==> config.mk <==
export PLATFORM = sky130hd
export DESIGN_NAME = crc_variable_width_byte_stream
export DESIGN_NICKNAME = d
export VERILOG_FILES = /design/src/rtl/crcvw_pkg.sv /design/src/rtl/crcvw_cfg.sv /design/src/rtl/crcvw_step.sv /design/src/rtl/crc_variable_width_byte_stream.sv
export SDC_FILE = /design/constraint.sdc
export NUM_CORES = 1
export LEC_CHECK = 0
export ABC_AREA = 1
export CORE_UTILIZATION = 46
export DETAILED_ROUTE_END_ITERATION = 8
export DONT_BUFFER_PORTS = 1
export GPL_ROUTABILITY_DRIVEN = 0
export PLACE_DENSITY_LB_ADDON = 0.12
export SETUP_SLACK_MARGIN = 0.2
export SLEW_MARGIN = 20
export SYNTH_ARGS = -nofsm -noshare
export SYNTH_HDL_FRONTEND = slang
export SYNTH_SLANG_ARGS = --single-unit
==> constraint.sdc <==
create_clock -name clk -period 5.3 [get_ports clk]
set_input_delay 0.53 -clock clk [delete_from_list [all_inputs] [get_ports clk]]
set_output_delay 0.53 -clock clk [all_outputs]
set_load 0.05 [all_outputs]
==> src/rtl/crcvw_pkg.sv <==
// ----------------------------------------------------------------------------
// CRC variable width package
// Shared constants, configuration register indexes and the configuration
// struct for the configurable-width byte-stream CRC.
// ----------------------------------------------------------------------------
package crcvw_pkg;

    localparam int MAX_WIDTH_DEFAULT = 16;
    localparam int MIN_WIDTH         = 8;
    localparam int BYTE_W            = 8;
    localparam int CFG_WIDTH_W       = 5;
    localparam int POLY_W            = 16;
    localparam int CRC_W             = 16;
    localparam int CFG_IDX_W         = 1;
    localparam int CFG_DATA_W        = 16;

    localparam logic [CFG_WIDTH_W-1:0] CRC_WIDTH_RESET  = CFG_WIDTH_W'(16);
    localparam logic [POLY_W-1:0]      POLYNOMIAL_RESET = 16'h1021;

    typedef enum logic [CFG_IDX_W-1:0] {
        CFG_CRC_WIDTH  = 1'b0,
        CFG_POLYNOMIAL = 1'b1
    } cfg_index_t;

    typedef struct packed {
        logic [CFG_WIDTH_W-1:0] width;
        logic [POLY_W-1:0]      poly;
    } crc_cfg_t;

endpackage

==> src/rtl/crcvw_cfg.sv <==
// ----------------------------------------------------------------------------
// CRC configuration registers
// Holds the width and polynomial registers and presents the width
// saturated to the supported range.
// ----------------------------------------------------------------------------
module crcvw_cfg
    import crcvw_pkg::*;
#(
    parameter int MAX_WIDTH = MAX_WIDTH_DEFAULT
)
(
    input  logic                  clk,
    input  logic                  rst_n,
    input  logic                  cfg_we,
    input  logic [CFG_IDX_W-1:0]  cfg_index,
    input  logic [CFG_DATA_W-1:0] cfg_data,
    output crc_cfg_t              cfg
);

    logic [CFG_WIDTH_W-1:0] width_reg;
    logic [POLY_W-1:0]      poly_reg;

    always_ff @(posedge clk or negedge rst_n)
    begin
        if (!rst_n)
        begin
            width_reg <= CRC_WIDTH_RESET;
            poly_reg  <= POLYNOMIAL_RESET;
        end
        else if (cfg_we)
        begin
            case (cfg_index_t'(cfg_index))
                CFG_CRC_WIDTH:  width_reg <= cfg_data[CFG_WIDTH_W-1:0];
                CFG_POLYNOMIAL: poly_reg  <= cfg_data[POLY_W-1:0];
                default:        ;
            endcase
        end
    end

    always_comb
    begin
        cfg.poly = poly_reg;
        if (width_reg < CFG_WIDTH_W'(MIN_WIDTH))
        begin
            cfg.width = CFG_WIDTH_W'(MIN_WIDTH);
        end
        else if (width_reg > CFG_WIDTH_W'(MAX_WIDTH))
        begin
            cfg.width = CFG_WIDTH_W'(MAX_WIDTH);
        end
        else
        begin
            cfg.width = width_reg;
        end
    end

endmodule

==> src/rtl/crcvw_step.sv <==
// ----------------------------------------------------------------------------
// CRC byte step
// Advances the remainder by one byte. The remainder, seed and polynomial
// are left-aligned in a MAX_WIDTH frame so that the eight division steps
// always test the frame's top bit, then the result is shifted back down.
// ----------------------------------------------------------------------------
module crcvw_step
    import crcvw_pkg::*;
#(
    parameter int MAX_WIDTH = MAX_WIDTH_DEFAULT
)
(
    input  crc_cfg_t              cfg,
    input  logic [MAX_WIDTH-1:0]  remainder_in,
    input  logic [MAX_WIDTH-1:0]  seed,
    input  logic                  load_seed,
    input  logic [BYTE_W-1:0]     data,
    output logic [MAX_WIDTH-1:0]  remainder_out
);

    logic [CFG_WIDTH_W-1:0] shift;
    logic [MAX_WIDTH-1:0]   start;
    logic [MAX_WIDTH-1:0]   poly_al;
    logic [MAX_WIDTH-1:0]   acc;

    always_comb
    begin
        shift   = CFG_WIDTH_W'(MAX_WIDTH) - cfg.width;
        start   = load_seed ? seed : remainder_in;
        poly_al = cfg.poly[MAX_WIDTH-1:0] << shift;
        acc     = (start << shift) ^ {data, {(MAX_WIDTH-BYTE_W){1'b0}}};
        for (int k = 0; k < BYTE_W; k++)
        begin
            if (acc[MAX_WIDTH-1])
            begin
                acc = (acc << 1) ^ poly_al;
            end
            else
            begin
                acc = acc << 1;
            end
        end
        remainder_out = acc >> shift;
    end

endmodule

==> src/rtl/crc_variable_width_byte_stream.sv <==
// ----------------------------------------------------------------------------
// CRC over a byte stream, MSB first, width 8 to 16 bits
// Usage: bytes enter on the in channel (valid/ready) with first_byte and
// last_byte flags. A transaction with first_byte set starts from
// seed_value; otherwise the running remainder carries on. A transaction
// with last_byte set produces one transaction on the out channel carrying
// crc_value, masked to the configured width; other bytes produce none.
// Configuration is written through cfg_we/cfg_index/cfg_data while the
// block is idle: index 0 is the width, index 1 the polynomial.
// Pipeline: a byte is held in the input register while the byte step logic
// runs; the last byte's result is then registered in the out register,
// which raises out_valid. Throughput: one byte per cycle while no stall
// holds the input register, set by the single eight-step xor network
// between the input and result registers.
// Reset: width 16, polynomial 0x1021, remainder zero, both channels empty.
// Stall: when the out register holds an untaken result, a last byte waits
// in the input register and in_ready drops; other bytes keep flowing.
// ----------------------------------------------------------------------------
module crc_variable_width_byte_stream
    import crcvw_pkg::*;
#(
    parameter int MAX_WIDTH = MAX_WIDTH_DEFAULT
)
(
    input  logic                  clk,
    input  logic                  rst_n,
    input  logic                  cfg_we,
    input  logic [CFG_IDX_W-1:0]  cfg_index,
    input  logic [CFG_DATA_W-1:0] cfg_data,
    input  logic                  in_valid,
    output logic                  in_ready,
    input  logic [BYTE_W-1:0]     data_byte,
    input  logic                  first_byte,
    input  logic                  last_byte,
    input  logic [CRC_W-1:0]      seed_value,
    output logic                  out_valid,
    input  logic                  out_ready,
    output logic [CRC_W-1:0]      crc_value
);

    crc_cfg_t cfg;

    logic                  s1_valid_reg;
    logic [BYTE_W-1:0]     s1_data_reg;
    logic                  s1_first_reg;
    logic                  s1_last_reg;
    logic [MAX_WIDTH-1:0]  s1_seed_reg;
    logic                  s1_adv;

    logic [MAX_WIDTH-1:0]  rem_reg;
    logic [MAX_WIDTH-1:0]  rem_next;

    logic                  out_valid_reg;
    logic [MAX_WIDTH-1:0]  out_crc_reg;

    crcvw_cfg #(
        .MAX_WIDTH (MAX_WIDTH)
    ) u_cfg (
        .clk       (clk),
        .rst_n     (rst_n),
        .cfg_we    (cfg_we),
        .cfg_index (cfg_index),
        .cfg_data  (cfg_data),
        .cfg       (cfg)
    );

    crcvw_step #(
        .MAX_WIDTH (MAX_WIDTH)
    ) u_step (
        .cfg           (cfg),
        .remainder_in  (rem_reg),
        .seed          (s1_seed_reg),
        .load_seed     (s1_first_reg),
        .data          (s1_data_reg),
        .remainder_out (rem_next)
    );

    assign s1_adv   = !s1_last_reg || !out_valid_reg || out_ready;
    assign in_ready = !s1_valid_reg || s1_adv;

    always_ff @(posedge clk or negedge rst_n)
    begin
        if (!rst_n)
        begin
            s1_valid_reg <= 1'b0;
        end
        else if (in_ready)
        begin
            s1_valid_reg <= in_valid;
        end
    end

    always_ff @(posedge clk)
    begin
        if (in_ready && in_valid)
        begin
            s1_data_reg  <= data_byte;
            s1_first_reg <= first_byte;
            s1_last_reg  <= last_byte;
            s1_seed_reg  <= seed_value[MAX_WIDTH-1:0];
        end
    end

    always_ff @(posedge clk or negedge rst_n)
    begin
        if (!rst_n)
        begin
            rem_reg <= '0;
        end
        else if (s1_valid_reg && s1_adv)
        begin
            rem_reg <= rem_next;
        end
    end

    always_ff @(posedge clk or negedge rst_n)
    begin
        if (!rst_n)
        begin
            out_valid_reg <= 1'b0;
        end
        else if (s1_valid_reg && s1_last_reg && s1_adv)
        begin
            out_valid_reg <= 1'b1;
        end
        else if (out_ready)
        begin
            out_valid_reg <= 1'b0;
        end
    end

    always_ff @(posedge clk)
    begin
        if (s1_valid_reg && s1_last_reg && s1_adv)
        begin
            out_crc_reg <= rem_next;
        end
    end

    assign out_valid = out_valid_reg;
    assign crc_value = CRC_W'(out_crc_reg);

    a_crc_masked: assert property (@(posedge clk) disable iff (!rst_n)
        out_valid |-> ((crc_value >> cfg.width) == '0))
        else $error("Result has bits set at or above the configured width.");

    a_last_gives_result: assert property (@(posedge clk) disable iff (!rst_n)
        s1_valid_reg && s1_last_reg && s1_adv |=> out_valid_reg)
        else $error("A last byte advanced without producing a result.");

    a_result_has_source: assert property (@(posedge clk) disable iff (!rst_n)
        $rose(out_valid_reg) |-> $past(s1_valid_reg && s1_last_reg))
        else $error("A result appeared without a last byte.");

    a_s1_holds: assert property (@(posedge clk) disable iff (!rst_n)
        s1_valid_reg && !s1_adv |=> s1_valid_reg && $stable(s1_data_reg)
        && $stable(rem_reg))
        else $error("Input register or remainder changed while stalled.");

endmodule
==> results of run 1 <==
-- worst register-to-register path: cells and delay by family (launching register included) --
kind	cells	cell delay, ns
DFF	1	0.55
AOI/OAI and AO/OA	3	0.44
adders and majority gates	1	0.34
buffers and inverters	5	0.46
and+or+nand+nor	31	2.93
-- synth_stat cells, types with 20 or more instances --
master | number | area [sq um]
nand2_1 | 510 | 1910
dfrtp_1 | 35 | 876
nand3_1 | 245 | 1230
o21ai_1 | 21 | 105
o21ai_0 | 40 | 200
buf_2 | 20 | 100
inv_1 | 135 | 507
edfxtp_1 | 42 | 1260
xor2_1 | 23 | 201
nand3_2 | 20 | 200
nor2_1 | 52 | 195
-- logic make-up (layout without fill, tap and decap cells) --
| group | count (synthesis) | after routing | share of synthesized area |
|---|---|---|---|
| buf+inv | 213 | 238 | 0.119 |
| simple gates | 877 | 878 | 0.491 |
| fa+ha+maj | 1 | 1 | 0.00155 |
| xor+xnor | 41 | 41 | 0.0477 |
| flops | 81 | 81 | 0.278 |
| mux | 3 | 3 | 0.00403 |
| compound gates | 88 | 88 | 0.0589 |
-- cell type report --
| cell class | instances | area (sq um) |
|---|---|---|
| clock inverters | 5 | 45.0 |
| repair buffers | 74 | 815 |
| well taps | 225 | 282 |
| clock buffers | 11 | 264 |
| flip-flops and latches | 81 | 2240 |
| multi-input cells | 1011 | 5460 |
| fillers | 1699 | 7550 |
| inverters | 148 | 579 |
-- layer usage --
layer,track usage,vias to the layer above,share of wire
met2,0.414,240,0.48
met4,0.107,0,0.032
met1,0.338,3793,0.45
li1,-,4186,-
met3,0.0315,56,0.044
met5,0,-,0
-- metrics by stage --
stage | area, sq um | setup TNS (ns) | worst slack (ns) | util
after floorplan | 8070 | 0 | 0.203 | -
after global placement | 8360 | 0 | 0.101 | 0.485
after detailed placement | 8360 | -0.0191 | -0.0191 | 0.485
final | 9690 | 0 | 0.365 | 0.562
after global routing | 9690 | -0.118 | -0.0618 | 0.562
after CTS | 8790 | 0 | 0.224 | 0.510
-- worst paths after layout --
| kind | slack, ns | depth (start not counted) | end |
|---|---|---|---|
| setup / recovery | 0.36 | 40 | crc_value[0] |
| hold reg to reg | 0.48 | 2 | rem_reg[3] |
| setup reg to reg | 0.36 | 40 | crc_value[0] |
| max in group asynchronous | 5.09 | 1 | u_cfg.width_reg[0] |
| hold / removal | 0.006 | 1 | rem_reg[6] |
| min in group clk | 0.27 | 0 | s1_seed_reg[11] |
-- timing repair --
item,4_1_cts,5_1_grt
setup buffers,4,16
setup endpoints to repair,29,32
resized for setup,10,164
gates cloned,1,5
endpoints found under the hold margin,35,0
pin swaps,1,32
hold buffers,1,0
==> impl_metrics.toml, run 1 <==
[drt]
routed_wl_microns = 23400
dr_total_vias = 8275
drt_iter0_markers = 513
drc = 0
via_per_inst = 5.32
dr.pass1.iters = 5
ant_nets = 0
post_drt_wl_per_cell_microns = 15.1

[setup_path]
cp.arrival_ns = 5.05
startpoint = "u_cfg.width_reg[4]"
cp_top_family = "simple AND/OR/NAND/NOR gates"
endpoint_kind = "flip-flop"
crit_buf_inv = 5
cpMaxStageDelayCell = "dfstp_2"
crit_top_cell = "nand2_4"
cp_max_fo = 13
critPathLaunchType = "flip-flop"
worst-setup-path-type = "flip-flop to flip-flop"
r2r-start = "u_cfg.width_reg[4]"
required_ns = 5.41
slowest_delay_ns = 0.55

[floorplan]
dieArea_sq_um = 18100
ios = 66
row_count = 48
start_util = 0.468
fp.coreArea_sq_um = 17200
die_w_microns = 134
die_h_microns = 134

[outcome]
status = "completed"

[global_route]
grt_remaining_overflow = 0
grt_pass1_vias = 7190
grt_start_max_net_pins = 62
grt.total_usage = 0.253
antenna_found_initial = 0
grt_pass1_wl_microns = 36000

[cts]
cts_sinks = 81
clockRootBuffer = "clkbuf_16"
clock_latency_ns = 0.35
tritoncts = "done"
htree_levels = 3
clockBufferDepth = 2
clkTransAtPathRegs_ns = 0.06
cts_buffers = 9

[place]
place_inst = 1512
port_buffers = 0
hpwlAfterDp_microns = 17400

[yosys]
ys_seq_area_frac = 0.278
synth_edf_count = 42
synthArstFlopShare = 0.481
yosys_warnings = 0
synth_area_sq_um = 8070
synth-seq-cells = 81
syn_avg_cell_area_sq_um = 6.19
syn_inst = 1304
syn_nets = 1353
synth_flop_cell = "edfxtp_1"
synth.distinct_cells = 50

[sta]
worstMarginPinSlew_ns = 1.04
finalSetupViolCount = 0
rsz0062_at_grt = "yes"
fin_skew_ns = 0.00922
fin_crit_sh = 0.931
relSlewSlack = 0.308
period_needed_ns = 4.94
drv_slew = 0
whs_ns = 0.00603
fmax_mhz = 203
hold_violations = 0

[layout]
area_growth_pct = 20.0
final_common_cell = "nand2_1"
diodes = 0
drive_gt1_frac = 0.209
nNetsFinal = 1374
mostFrequentLayoutCells = "nand2_1, nand3_1, inv_1"
stdcell_count = 1555

[worst_hold_path]
worstHoldPathType = "primary input to asynchronous set/reset pin"

[run]
maxCapViolations = 0
Power of run 1 is not shown: default switching activity piles up to over one toggle a cycle in this logic, so the estimate is an artifact.
==> inputs of run 2 (changes only) <==
- ABC_AREA: 1 -> unset
- CORE_UTILIZATION: 46 -> 44
==> run 2 against run 1 <==
The run now ends with negative setup slack left. Fmax fell by 25%. Final cell count down 2.8%. Clock-buffer cell count is 2 lower. Worst setup slack got worse by 1.6 ns. Die area grew 11%. Non-clock buffer count is 257 higher. Largest cell class unchanged. Wire length up 32%.
==> impl_metrics.toml, run 2 <==
[outcome]
status = "finished, violations left"
violations = "negative setup slack"

[run]
maxCapViolations = 0

[sta]
finalSetupViolCount = 32
relSlewSlack = 0.405
worstMarginPinSlew_ns = 0.891
period_needed_ns = 6.57
drv_slew = 0
fin_crit_sh = 1.24
finalWorstSetupSlack_ns = -1.27
rsz0062_at_grt = "yes"
fin_skew_ns = 0.0141
fmax_mhz = 152
hold_violations = 0
tns_ns = -35.41

[yosys]
yosys_warnings = 0
yosys-top-cells-area = "edfxtp_1, dfrtp_1, xnor2_1"
synthArstFlopShare = 0.481
yosysMostFrequentCell = "nor2_1"
synth.distinct_cells = 93
syn_nets = 1030
synth_flop_cell = "edfxtp_1"
synth_area_sq_um = 8610
yosysTopAreaCell = "edfxtp_1"
yosysTopAreaCellShare = 0.146
ys_seq_area_frac = 0.260
syn_avg_cell_area_sq_um = 8.78
synth_edf_count = 42
syn_inst = 981
synth-seq-cells = 81
synthTopCellsByCount = "nor2_1, nand2_1, xnor2_1"

[global_route]
grt_remaining_overflow = 0
grt_pass1_wl_microns = 48000
grt_pass1_vias = 8742
grt.total_usage = 0.310
grt_start_max_net_pins = 36
antenna_found_initial = 0

[floorplan]
die_w_microns = 142
dieArea_sq_um = 20100
die_h_microns = 142
fp.coreArea_sq_um = 19000
row_count = 50
start_util = 0.454
ios = 66

[setup_path]
cp_max_fo = 9
critPathLaunchType = "flip-flop"
cp.arrival_ns = 6.81
rr_worst_depth = 26
regToRegSetupSlack_ns = -1.27
cpMaxStageDelayCell = "or4_4"
r2r-start = "u_cfg.width_reg[3]"
rr_endpoint = "rem_reg[6]"
slowest_delay_ns = 0.59
endpoint_kind = "flip-flop"
worst-setup-path-type = "flip-flop to flip-flop"
crit_top_cell = "buf_6"
required_ns = 5.53

[cts]
cts_sinks = 81
htree_levels = 3
clockBufferDepth = 2
cts_buffers = 9
clock_latency_ns = 0.35
clockRootBuffer = "clkbuf_16"
clkTransAtPathRegs_ns = 0.07
tritoncts = "done"

[worst_hold_path]
worstHoldPathType = "primary input to asynchronous set/reset pin"

[drt]
drc = 0
ant_nets = 0
dr_total_vias = 9076
via_per_inst = 6.01
post_drt_wl_per_cell_microns = 20.5
drt_iter0_markers = 587
routed_wl_microns = 31000
dr.pass1.iters = 7

[layout]
drive_gt1_frac = 0.452
n_fill_cell = 1557
area_growth_pct = 44.6
final_common_cell = "buf_4"
multi_input_area_sq_um = 6870
mostFrequentLayoutCells = "buf_4, nand2_1, nor2_1"
diodes = 0
ff_latch_area_sq_um = 2240
nNetsFinal = 1295

[place]
hpwlAfterDp_microns = 23400
port_buffers = 0
-- run 2: changes by cell type after synthesis, sizes merged, moves of 26 or more --
cell,previous run,this run
mux2i,1,58
nand2,535,96
nor3,3,33
nor2,59,98
mux2,2,42
a21oi,18,44
xnor2,17,74
nand3,268,30
clkbuf,17,44
inv,146,6
-- run 2: kinds of logic after synthesis --
| logic type | share of synthesized area |
|---|---|
| flip-flops | 0.260 |
| XOR/XNOR | 0.118 |
| AND/OR/NAND/NOR | 0.188 |
| AO/OA/AOI/OAI | 0.211 |
| adder cells (fa/ha/maj) | 0.00145 |
| multiplexers | 0.177 |
| buffers and inverters | 0.0450 |
-- run 2: stage by stage --
| stage | cell area [sq um] | utilization | setup slack, ns | hold slack [ns] | instances |
|---|---|---|---|---|---|
| 2_1_floorplan | 8960 | - | -1.66 | 0.234 | 981 |
| 3_3_place_gp | 11200 | 0.591 | -1.59 | 0.235 | 1465 |
| 3_5_place_dp | 11200 | 0.591 | -1.59 | 0.235 | 1465 |
| 4_1_cts | 12200 | 0.641 | -1.19 | 0.00250 | 1502 |
| 5_1_grt | 12500 | 0.657 | -1.49 | 0.00848 | 1511 |
| 6_report | 12500 | 0.657 | -1.27 | 0.00668 | 1511 |
-- run 2: worst max-delay path by stage --
stage,from,to,slack [ns],cells after the start
2_1_floorplan,u_cfg.width_reg[4],rem_reg[2],-1.66,32
3_3_place_gp,u_cfg.width_reg[4],rem_reg[6],-1.59,26
3_5_place_dp,u_cfg.width_reg[4],rem_reg[6],-1.59,25
4_1_cts,u_cfg.width_reg[4],rem_reg[6],-1.19,26
5_1_grt,u_cfg.width_reg[4],rem_reg[6],-1.49,28
6_report,u_cfg.width_reg[3],rem_reg[6],-1.27,26
-- run 2: timing repair --
action	4_1_cts	5_1_grt
hold buffers	1	0
hold endpoints to repair	35	0
gates cloned	1	0
endpoints found under the setup margin	32	32
resized for setup	90	48
pin swaps	25	5
buffers inserted	19	9
-- run 2: worst max-delay path, delay by kind of cell (launching register included) --
family,cells,cell delay [ns]
and+or+nand+nor,8,2.30
muxes,3,1.12
AOI/OAI and AO/OA,6,0.91
xor gates and xnor gates,3,0.88
buffers and inverters,5,0.66
DFF,1,0.41
adders and majority gates,1,0.19
-- run 2: routing by layer --
metal,up-vias,track usage,share of wire
met5,-,0,0
met4,0,0.104,0.026
met3,69,0.0489,0.058
met2,337,0.516,0.48
met1,4411,0.409,0.43
li1,4259,-,-
-- run 2: layout make-up --
class | instances | share of cell area
Timing Repair Buffer | 331 | 0.213
Multi-Input combinational cell | 817 | 0.552
Clock buffer | 9 | 0.0181
Sequential cell | 81 | 0.180
Tap cell | 260 | 0.0261
Inverter | 6 | 0.00261
Clock inverter | 7 | 0.00884
Power of run 2 is left out for the same reason.
==> inputs of run 3 (changes only) <==
--- a/config.mk
+++ b/config.mk
@@ -7,4 +7,5 @@
 export LEC_CHECK = 0
 export CORE_UTILIZATION = 44
+export CTS_CLUSTER_DIAMETER = 120
 export DETAILED_ROUTE_END_ITERATION = 8
 export DONT_BUFFER_PORTS = 1
@@ -15,3 +16,4 @@
 export SYNTH_ARGS = -nofsm -noshare
 export SYNTH_HDL_FRONTEND = slang
+export SYNTH_HIERARCHICAL = 1
 export SYNTH_SLANG_ARGS = --single-unit
==> constraint.sdc (replaced) <==
create_clock -name clk -period 5.3 [get_ports clk]
set_input_delay 0.53 -clock clk [delete_from_list [all_inputs] [get_ports clk]]
set_output_delay 0.53 -clock clk [all_outputs]
set_load 0.005 [all_outputs]
==> run 3 against run 2 <==
The flow still finishes with violations (negative setup slack). First-iteration DRC count increased by 41%. Worst setup slack lost 0.074 ns. Final cell count decreased by 2.8%. Critical path type unchanged. Critical path depth grew 7. Design area rose by 0.77%.
==> impl_metrics.toml, run 3 <==
[sta]
tns_ns = -36.17
fin_crit_sh = 1.25
worstMarginPinSlew_ns = 1.10
fin_skew_ns = 0.0192
finalSetupViolCount = 32
finalWorstSetupSlack_ns = -1.35
relSlewSlack = 0.270
fmax_mhz = 150
hold_violations = 0
whs_ns = 0.0169
drv_slew = 0
rsz0062_at_grt = "yes"
period_needed_ns = 6.65

[layout]
area_growth_pct = 46.0
n_fill_cell = 1430
mostFrequentLayoutCells = "buf_4, nand2_1, nor2_1"
final_common_cell = "buf_4"
drive_gt1_frac = 0.478
design_area_sq_um = 12600
nNetsFinal = 1252
diodes = 0

[drt]
post_drt_wl_per_cell_microns = 21.1
drt_iter0_markers = 825
dr_total_vias = 8717
ant_nets = 0
drc = 0
via_per_inst = 5.94
dr.pass1.iters = 6
routed_wl_microns = 30900

[global_route]
grt_start_max_net_pins = 36
antenna_found_initial = 0
grt_pass1_vias = 8667
grt_remaining_overflow = 0
grt_pass1_wl_microns = 47400
grt.total_usage = 0.306

[setup_path]
rr_worst_depth = 33
cpMaxStageDelayCell = "dfstp_2"
cp_max_fo = 7
crit_top_cell = "buf_6"
slowest_delay_ns = 0.55
critPathLaunchType = "flip-flop"
worst-setup-path-type = "flip-flop to flip-flop"
required_ns = 5.51
endpoint_kind = "flip-flop"
rr_endpoint = "rem_reg[3]"
cp.arrival_ns = 6.86
regToRegSetupSlack_ns = -1.35
r2r-start = "u_cfg/width_reg[4]"

[place]
pre_cts_ws_ns = -1.59
hpwlAfterDp_microns = 22400
port_buffers = 0
dpl_cell_area_sq_um = 10700

[yosys]
synth_flop_cell = "edfxtp_1"
yosys-top-cells-area = "edfxtp_1, dfrtp_1, xnor2_1"
synth.distinct_cells = 98
synthArstFlopShare = 0.481
yosysMostFrequentCell = "nand2_1"
ys_seq_area_frac = 0.261
syn_avg_cell_area_sq_um = 9.11
yosys_warnings = 6
synth_area_sq_um = 8600
yosysTopAreaCell = "edfxtp_1"
synthTopCellsByCount = "nand2_1, nor2_1, xnor2_1"
yosysTopAreaCellShare = 0.147
synth_edf_count = 42
syn_nets = 993
syn_inst = 944
synth-seq-cells = 81

[cts]
htree_levels = 3
clockRootBuffer = "clkbuf_16"
cts_buffers = 9
clockBufferDepth = 2
clock_latency_ns = 0.36
tritoncts = "done"
clkTransAtPathRegs_ns = 0.08
cts_sinks = 81

[floorplan]
fp.coreArea_sq_um = 19000
row_count = 50
dieArea_sq_um = 20100
ios = 66
die_w_microns = 142
start_util = 0.454
die_h_microns = 142

[outcome]
status = "finished, violations left"
violations = "negative setup slack"

[worst_hold_path]
worstHoldPathType = "primary input to asynchronous set/reset pin"

[run]
maxCapViolations = 0
## run 3: changes by cell type in the layout (fill, tap and decap cells not counted), sizes merged, moves of 13 or more
| cell | delta |
|---|---|
| and3 | -13 |
| o211ai | +16 |
| o31ai | -14 |
| nand4b | +15 |
| nand2b | +19 |
| nor3 | -13 |
| a21oi | -16 |
| buf | -14 |
| xnor2 | +20 |
## run 3: layout make-up
cell class              count  area [sq um]  area share
multi-input cells         785          6990       0.557
flip-flops and latches     81          2240       0.179
repair buffers            319          2640       0.210
clock inverters             5          50.0     0.00399
clock buffers              11           275      0.0219
well taps                 260           325      0.0259
inverters                   7          33.8     0.00269
## run 3: worst max-delay path by stage
| stage | start | slack, ns | cells past startpoint | end |
|---|---|---|---|---|
| CTS | u_cfg/width_reg[4] | -1.12 | 29 | rem_reg[3] |
| floorplan | u_cfg/width_reg[4] | -1.10 | 33 | rem_reg[1] |
| detailed placement | u_cfg/width_reg[4] | -1.59 | 30 | rem_reg[8] |
| global route | u_cfg/width_reg[4] | -1.52 | 31 | rem_reg[3] |
| global placement | u_cfg/width_reg[4] | -1.55 | 28 | crc_value[2] |
| finish | u_cfg/width_reg[4] | -1.35 | 33 | rem_reg[3] |
## run 3: worst max-delay path, delay by kind of cell (launching register included)
kind / cells / cell delay (ns)
buffers and inverters: 10 / 1.32
AO/OA/AOI/OAI: 9 / 1.70
flip-flops: 1 / 0.55
multiplexers: 2 / 0.71
adder cells (fa/ha/maj): 1 / 0.17
AND/OR/NAND/NOR: 10 / 1.85
XOR/XNOR: 1 / 0.21
## run 3: routing by layer
| metal | global-route usage | up-vias | routed length, microns |
|---|---|---|---|
| li1 | - | 4004 | - |
| met5 | 0 | - | 0 |
| met2 | 0.498 | 396 | 14800 |
| met4 | 0.112 | 0 | 948 |
| met3 | 0.0432 | 76 | 1950 |
| met1 | 0.416 | 4241 | 13200 |
## run 3: metrics by stage
step,std cells,util
after floorplan,944,-
after global placement,1390,0.565
after detailed placement,1390,0.565
after CTS,1441,0.632
after global routing,1468,0.662
final,1468,0.662
## run 3: logic make-up (layout without fill, tap and decap cells)
group           Yosys count  after routing  share of synthesized area
compound gates          207            207                      0.191
xor+xnor                116            117                      0.127
fa+ha+maj                 1              1                    0.00145
buf+inv                  79            342                     0.0503
flops                    81             81                      0.261
mux                     102            102                      0.160
simple gates            358            358                      0.208
## run 3: what timing repair did
item                                   in CTS  in global routing
resized for setup                         135                 71
hold buffers                                2                  1
endpoints found under the hold margin      35                  1
pin swaps                                  59                 45
setup endpoints to repair                  32                 32
cloned                                      1                  0
setup buffers                              32                 26
Power of run 3 is left out for the same reason.
